--- src/sv/rjrn_pkg.sv ---
// shared types and constants of the reorder buffer
package rjrn_pkg;

  // ring depth must be a power of two
  localparam int RING_DEPTH  = 32;
  localparam int RING_W      = $clog2(RING_DEPTH);
  localparam int GROUP_STEP  = 17;
  localparam int OFS_W       = $clog2(RING_DEPTH + GROUP_STEP) + 1;
  localparam int SEQ_W       = 32;
  localparam int TIME_W      = 63;
  localparam int NS_W        = 30;
  localparam int CFG_W       = 20;
  localparam int IDX_W       = 2;
  localparam int BLP_BITS    = 16;
  localparam int DUP_WINDOW  = 32;
  localparam int MIN_LEN     = 12;
  localparam int NS_PER_US   = 1000;
  localparam int DWELL_RESET = 30000;
  localparam int NACK_RESET  = 50000;
  localparam int QUEUE_DEPTH = 2;

  typedef enum logic [2:0] {
    KIND_EMIT = 3'd0,
    KIND_NACK = 3'd1,
    KIND_LOSS = 3'd2,
    KIND_DUP  = 3'd3,
    KIND_LATE = 3'd4
  } kind_t;

  typedef enum logic {
    CMD_PACKET = 1'b0,
    CMD_TICK   = 1'b1
  } cmd_t;

  typedef enum logic [IDX_W-1:0] {
    REG_DWELL = 2'd0,
    REG_NACK  = 2'd1
  } reg_idx_t;

  typedef struct packed {
    cmd_t        command;
    logic [15:0] seq_number;
    logic [15:0] packet_length;
    logic [15:0] packet_handle;
    logic [62:0] time_ns;
  } item_t;

  typedef struct packed {
    kind_t       kind;
    logic [15:0] out_seq;
    logic [15:0] nack_mask;
    logic [15:0] loss_count;
    logic [15:0] out_handle;
    logic        last;
  } res_t;

  // queued work between front and back
  typedef struct packed {
    cmd_t        command;
    logic [15:0] seq;
    logic [15:0] handle;
    logic [62:0] now;
  } qent_t;

endpackage

--- src/sv/rjrn_front.sv ---
// front end: accepts words, drops short packets, queues the rest
module rjrn_front import rjrn_pkg::*; (
  input  logic  clk,
  input  logic  rst,
  input  logic  item_valid,
  output logic  item_ready,
  input  item_t item,
  output logic  q_valid,
  input  logic  q_ready,
  output qent_t q_data
);

  localparam int QP_W = $clog2(QUEUE_DEPTH);

  qent_t             slots [QUEUE_DEPTH];
  logic [QP_W-1:0]   wr_ptr;
  logic [QP_W-1:0]   rd_ptr;
  logic [QP_W:0]     count;
  logic              keep;
  logic              push;
  logic              pop;

  // short packets leave no trace
  assign keep = (item.command == CMD_TICK) || (item.packet_length >= 16'(MIN_LEN));
  assign item_ready = (count < (QP_W+1)'(QUEUE_DEPTH));
  assign push = item_valid && item_ready && keep;
  assign q_valid = (count != '0);
  assign pop = q_valid && q_ready;
  assign q_data = slots[rd_ptr];

  // queue pointers and count
  always_ff @(posedge clk) begin
    if (rst) begin
      wr_ptr <= '0;
      rd_ptr <= '0;
      count  <= '0;
    end else begin
      if (push) wr_ptr <= wr_ptr + 1'b1;
      if (pop) rd_ptr <= rd_ptr + 1'b1;
      count <= count + (QP_W+1)'(push) - (QP_W+1)'(pop);
    end
  end

  // queue storage
  always_ff @(posedge clk) begin
    if (push) begin
      slots[wr_ptr] <= '{command: item.command, seq: item.seq_number,
                         handle: item.packet_handle, now: item.time_ns};
    end
  end

endmodule

--- config.mk ---
export PLATFORM = sky130hd
export DESIGN_NAME = rjrn_front
export DESIGN_NICKNAME = d
export VERILOG_FILES = /design/src/sv/rjrn_pkg.sv /design/src/sv/rjrn_front.sv
export SDC_FILE = /design/constraint.sdc
export NUM_CORES = 1
export LEC_CHECK = 0
export CORE_MARGIN = 5
export CORE_UTILIZATION = 50
export CTS_CLUSTER_SIZE = 20
export DETAILED_ROUTE_END_ITERATION = 10
export DONT_BUFFER_PORTS = 1
export PLACE_DENSITY_LB_ADDON = 0.08
export SYNTH_ARGS = -nofsm -noshare
export SYNTH_HDL_FRONTEND = slang
export SYNTH_SLANG_ARGS = --single-unit
--- constraint.sdc ---
create_clock -name clk -period 7.5 [get_ports clk]
set_input_delay 2.25 -clock clk [delete_from_list [all_inputs] [get_ports clk]]
set_output_delay 2.25 -clock clk [all_outputs]
set_load 0.05 [all_outputs]
==> results of run 1 <==
-- worst min path at each step --
| stage | slack, ns | cells after the start | start | endpoint |
|---|---|---|---|---|
| after floorplan | 0.48 | 2 | rd_ptr | flip-flop |
| after global placement | 0.50 | 2 | rd_ptr | flip-flop |
| after detailed placement | 0.51 | 2 | rd_ptr | rd_ptr |
| after CTS | 0.53 | 2 | rd_ptr | rd_ptr |
| after global routing | 0.60 | 2 | rd_ptr | rd_ptr |
| final | 0.53 | 2 | rd_ptr | rd_ptr |
-- logic make-up (layout without fill, tap and decap cells) --
family	Yosys count	count (layout)
AOI/OAI and AO/OA	3	3
xor gates and xnor gates	3	3
adders and majority gates	2	2
buffers and inverters	14	38
DFF	197	197
muxes	97	97
and+or+nand+nor	13	13
-- flip-flops by register name (all words and copies together) (netlist names), named ones only --
name    flops
rd_ptr      1
wr_ptr      1
slots     192
count       2
-- final cells by class --
class,count,area (um2),area share
inverters,3,11.3,0.00140
multi-input cells,118,1250,0.156
clock inverters,11,206,0.0257
repair buffers,4,30.0,0.00374
flip-flops and latches,197,5870,0.731
clock buffers,20,437,0.0544
well taps,180,225,0.0280
-- worst reg2reg max path: cells and delay by family, from the launching register on --
kind,cells,cell delay (ns)
compound gates,1,0.23
flops,1,0.35
buf+inv,1,0.67
simple gates,2,0.74
-- through the flow --
step           instance area, um2  power (uW)  hold WS [ns]
2_1_floorplan                7170        2530         0.481
3_3_place_gp                 7390        2640         0.499
3_5_place_dp                 7390        2640         0.508
4_1_cts                      8030        3620         0.532
5_1_grt                      8030        3700         0.597
6_report                     8030        3570         0.528
-- Yosys cell counts --
master    instances  area, um2
edfxtp_1        192       5770
mux2_2           96       1080
dfxtp_1           5        100
nor2_1            5       18.8
buf_1             4       15.0
buf_2             4       20.0
clkbuf_1          3       11.3
inv_1             3       11.3
nor2b_1           3       18.8
xnor2_1           3       26.3
ha_1              2       25.0
or4_1             2       15.0
a211o_1           1       8.76
and2_1            1       6.26
mux2_1            1       11.3
o21a_1            1       7.51
o41a_1            1       11.3
or2_2             1       6.26
or3_1             1       6.26
-- layer usage --
layer,vias up,global-route usage
li1,1320,-
met1,1488,0.157
met2,124,0.247
met3,15,0.0839
met4,0,0.0660
met5,-,0
-- power groups by stage --
stage | Combinational [uW] | Clock (uW) | Sequential (uW)
after detailed placement | 1130 | 0 | 1510
final | 1120 | 976 | 1480
after global placement | 1130 | 0 | 1500
after global routing | 1160 | 1040 | 1500
after CTS | 1140 | 1000 | 1490
after floorplan | 1060 | 0 | 1470
==> impl_metrics.tcl, run 1 <==
set metrics [dict create \
    final_cell_mix "edfxtp_1, mux2_2, clkbuf_16" \
    synthSimpleGateAreaFrac 0.00995 \
    viasPerCell 5.53 \
    fin_nets 459 \
    fin_util 0.574 \
    cts_tree "yes" \
    tightest_slew_ns 0.714 \
    grt_pass1_vias 3130 \
    wirelength_um 12600 \
    root_buffer "clkbuf_16" \
    io_buffers 0 \
    setup_viol 0 \
    ys_ff_latch 197 \
    num_vias 2947 \
    yosysWarnings 0 \
    synth_area_um2 7170 \
    wl_met3_um 1520 \
    grt_pass1_wl_um 18400 \
    drt_iter0_markers 158 \
    clkSinkCount 197 \
    synth_compound_area_frac 0.00384 \
    start_kind "flip-flop" \
    hold_path_class "flip-flop to flip-flop" \
    max_slew_margin 0.524 \
    drive_above_1_share 0.365 \
    numCtsBuffers 17 \
    boundaryPins 214 \
    slew_violations 0 \
    core_area_um2 14000 \
    grt_overflow 0 \
    insertion_delay_ns 0.41 \
    hold_viol 0 \
    synth_fa_ha_area_frac 0.00349 \
    reg2reg_slack_ns 5.11 \
    synth_top_family_by_area "multiplexers" \
    p_seq_frac 0.415 \
    synth_xor_area_frac 0.00367 \
    muxShareOfSynthArea 0.152 \
    drtAntennaViolNets 0 \
    reg2reg_depth 4 \
    clkPwrFrac 0.273 \
    p_per_area_nw_per_um2 445 \
    r2r-end "slots[1][77]" \
    postCtsHoldBufs 0 \
    slowest_delay_ns 0.80 \
    clockBufferDepth 2 \
    fp.dieH_um 130 \
    r2r_start "count[1]" \
    crit_family "flip-flops" \
    drc_errors 0 \
    peakVddDrop_uv 191 \
    period_minus_slack_ns 4.68 \
    cpMaxStageDelayCell "dfxtp_4" \
    pwr-share-comb 0.312 \
    synth_seq_area_share 0.819 \
    skew_ns 0.00418 \
    grt_max_degree 54 \
    end_kind "output pin" \
    cellLeakagePower_uw 0.00258 \
    place_inst 502 \
    critPathMaxFanout 53 \
    max_freq_mhz 214 \
    die_w_um 130 \
    cp.required_ns 5.25 \
    internal_power_uw 2250 \
    syn_area_per_cell_um2 21.8 \
    dieArea_um2 16800 \
    clk_pin_slew_ns 0.06 \
    synth_fp_nets 447 \
    place_ws_ns 3.01 \
    drt-wirelength-per-cell_um 23.7 \
    p_switching_uw 1320 \
    critPathArrivalTime_ns 2.43 \
    swShare 0.369 \
    initial_utilization 0.512 \
    fill_cells 1043 \
    htreeDepth 4 \
    crit_chain "buf_4 > mux2_2" \
    final_common_cell "edfxtp_1" \
    antenna_found_initial 0 \
    route.met2.wl_um 6520 \
    path_class "flip-flop to output pin" \
    path_buf_inv 1 \
    syn_to_final_growth_pct 12.1 \
    antennaDiodeCount 0 \
    fin_ws_ns 2.82 \
    cts_resized 0 \
    track_usage 0.150 \
    fin_crit_sh 0.624 \
    place_congestion 0.722 \
    dp_hpwl_um 8320 \
    final_cells 533 \
    post-cts-setup-buffers 0 \
    dr.max_layer_used "met4" \
    yosys.cell_types.count 19 \
    dr.pass1.iters 4 \
    synth_cells 329 \
    wl_met1_um 4410 \
    outcome "complete, no violations" \
    rows 43 \
    maxCapViolCount 0 \
    path_depth 2 \
    rsz0062_at_grt "no" \
    fin_setup_tns_ns 0 \
    crit_path_end "q_data[66]" \
]
No activity file was read; power rests on OpenSTA's default activity.
==> inputs of run 2 (changes only) <==
clock period = 4.4 ns   (was 7.5 ns; I/O delays follow)
==> run 2 against run 1 <==
Core utilization fell by 0.28 points; clock skew barely moved; clock-buffer cell count fell by 2; sequential power rose by 70%; final cell count rose by 1.1%; non-clock buffer count rose by 5; die area did not move; critical path depth did not move; first-iteration DRC count rose by 7.0%; hold slack got worse by 0.0057 ns; sequential share of layout area rose by 0.35 points; largest power group unchanged.
==> impl_metrics.tcl, run 2 (synthesis gave the netlist of run 1 again) <==
set metrics [dict create \
    swShare 0.385 \
    cts_tree "yes" \
    slew_violations 0 \
    largest-register "slots" \
    peakVddDrop_uv 350 \
    grt_pass1_wl_um 18300 \
    drive_above_1_share 0.384 \
    die_w_um 130 \
    reg_top3 "slots (192), count (2)" \
    internal_power_uw 3630 \
    period_minus_slack_ns 3.42 \
    clockBufferDepth 2 \
    dieArea_um2 16800 \
    route.met2.wl_um 6190 \
    io_buffers 0 \
    fin_nets 464 \
    htreeDepth 4 \
    rows 43 \
    clk_pin_slew_ns 0.07 \
    wl_met3_um 1520 \
    antenna_found_initial 0 \
    hold_path_class "flip-flop to flip-flop" \
    skew_ns 0.00446 \
    setup_viol 0 \
    p_switching_uw 2280 \
    largest_reg_flops 192 \
    placed_cell_area_um2 7430 \
    rsz0062_at_grt "no" \
    critPathMaxFanout 48 \
    grt_max_degree 60 \
    critPathArrivalTime_ns 2.10 \
    wl_met1_um 4710 \
    cts_resized 0 \
    start_kind "flip-flop" \
    end_kind "output pin" \
    syn_to_final_growth_pct 11.5 \
    fill_cells 1018 \
    drc_errors 0 \
    final_cell_mix "edfxtp_1, mux2_2, clkbuf_16" \
    p_total_uw 5910 \
    place_congestion 0.705 \
    insertion_delay_ns 0.41 \
    dr.max_layer_used "met4" \
    antennaDiodeCount 0 \
    drt_iter0_markers 169 \
    cellLeakagePower_uw 0.00258 \
    reg2reg_slack_ns 2.15 \
    grt_overflow 0 \
    r2r_start "count[1]" \
    root_buffer "clkbuf_16" \
    clkSinkCount 197 \
    path_class "flip-flop to output pin" \
    hold_viol 0 \
    outcome "complete, no violations" \
    grt_pass1_vias 3136 \
    maxCapViolCount 0 \
    drtAntennaViolNets 0 \
    final_common_cell "edfxtp_1" \
    max_freq_mhz 292 \
    wirelength_um 12600 \
    dr.pass1.iters 5 \
    p_per_area_nw_per_um2 739 \
    fin_crit_sh 0.778 \
    pwr-share-comb 0.326 \
    dp_hpwl_um 8580 \
    worstHoldPathCells 2 \
    track_usage 0.150 \
    p_seq_frac 0.426 \
    finish.instance_area_um2 7990 \
    postCtsHoldBufs 0 \
    tightest_slew_ns 0.836 \
    fp.dieH_um 130 \
    viasPerCell 5.43 \
    initial_utilization 0.512 \
    reg2reg_depth 5 \
    numCtsBuffers 17 \
    core_area_um2 14000 \
    boundaryPins 214 \
    hp-start "rd_ptr" \
    post-cts-setup-buffers 0 \
    num_vias 2926 \
    cp.required_ns 3.08 \
    fin_setup_tns_ns 0 \
    max_slew_margin 0.443 \
    drt-wirelength-per-cell_um 23.4 \
    clkPwrFrac 0.247 \
]
run 2: cell types whose count changed in the layout (fill, tap and decap cells not counted):
cell,delta
buf_4,+5
bufinv_16,-4
clkinv_2,+4
clkinv_4,+4
clkbuf_1,-2
clkinv_1,-1
run 2: path summary, 6_finish.rpt:
kind / end
worst max-delay path: q_data[70]
worst min-delay path: rd_ptr
worst max register to register: slots[0][73]
worst min register to register: rd_ptr
run 2: final cells by class:
| class | count | area (um2) | share of cell area |
|---|---|---|---|
| Sequential cell | 197 | 5870 | 0.734 |
| Tap cell | 180 | 225 | 0.0282 |
| Clock buffer | 18 | 429 | 0.0537 |
| Multi-Input combinational cell | 118 | 1250 | 0.157 |
| Clock inverter | 14 | 138 | 0.0172 |
| Timing Repair Buffer | 9 | 67.6 | 0.00845 |
| Inverter | 3 | 11.3 | 0.00141 |
run 2: worst max-delay path, stage by stage, from the launching register on:
cell and delay [ns]:
dfxtp_4 0.77, buf_4 0.37, mux2_2 0.50
run 2: power by group through the flow:
stage,combinational (uW),clock [uW],sequential (uW)
floorplan,1810,0,2490
global placement,1950,0,2550
detailed placement,1950,0,2570
CTS,1960,1500,2530
global route,1990,1600,2550
finish,1930,1460,2520
run 2: per-layer routing:
metal	vias up	global-route usage
met5	-	0
met3	15	0.0856
met2	136	0.235
met1	1439	0.172
met4	0	0.0587
li1	1336	-
run 2: metrics by stage:
| step | setup slack, ns | hold slack (ns) | utilization | std cells |
|---|---|---|---|---|
| final | 0.979 | 0.523 | 0.571 | 539 |
| after global routing | 0.853 | 0.576 | 0.571 | 539 |
| after CTS | 0.911 | 0.526 | 0.571 | 539 |
| after detailed placement | 0.963 | 0.504 | 0.531 | 507 |
| after global placement | 0.973 | 0.495 | 0.531 | 507 |
| after floorplan | 0.0740 | 0.481 | - | 329 |
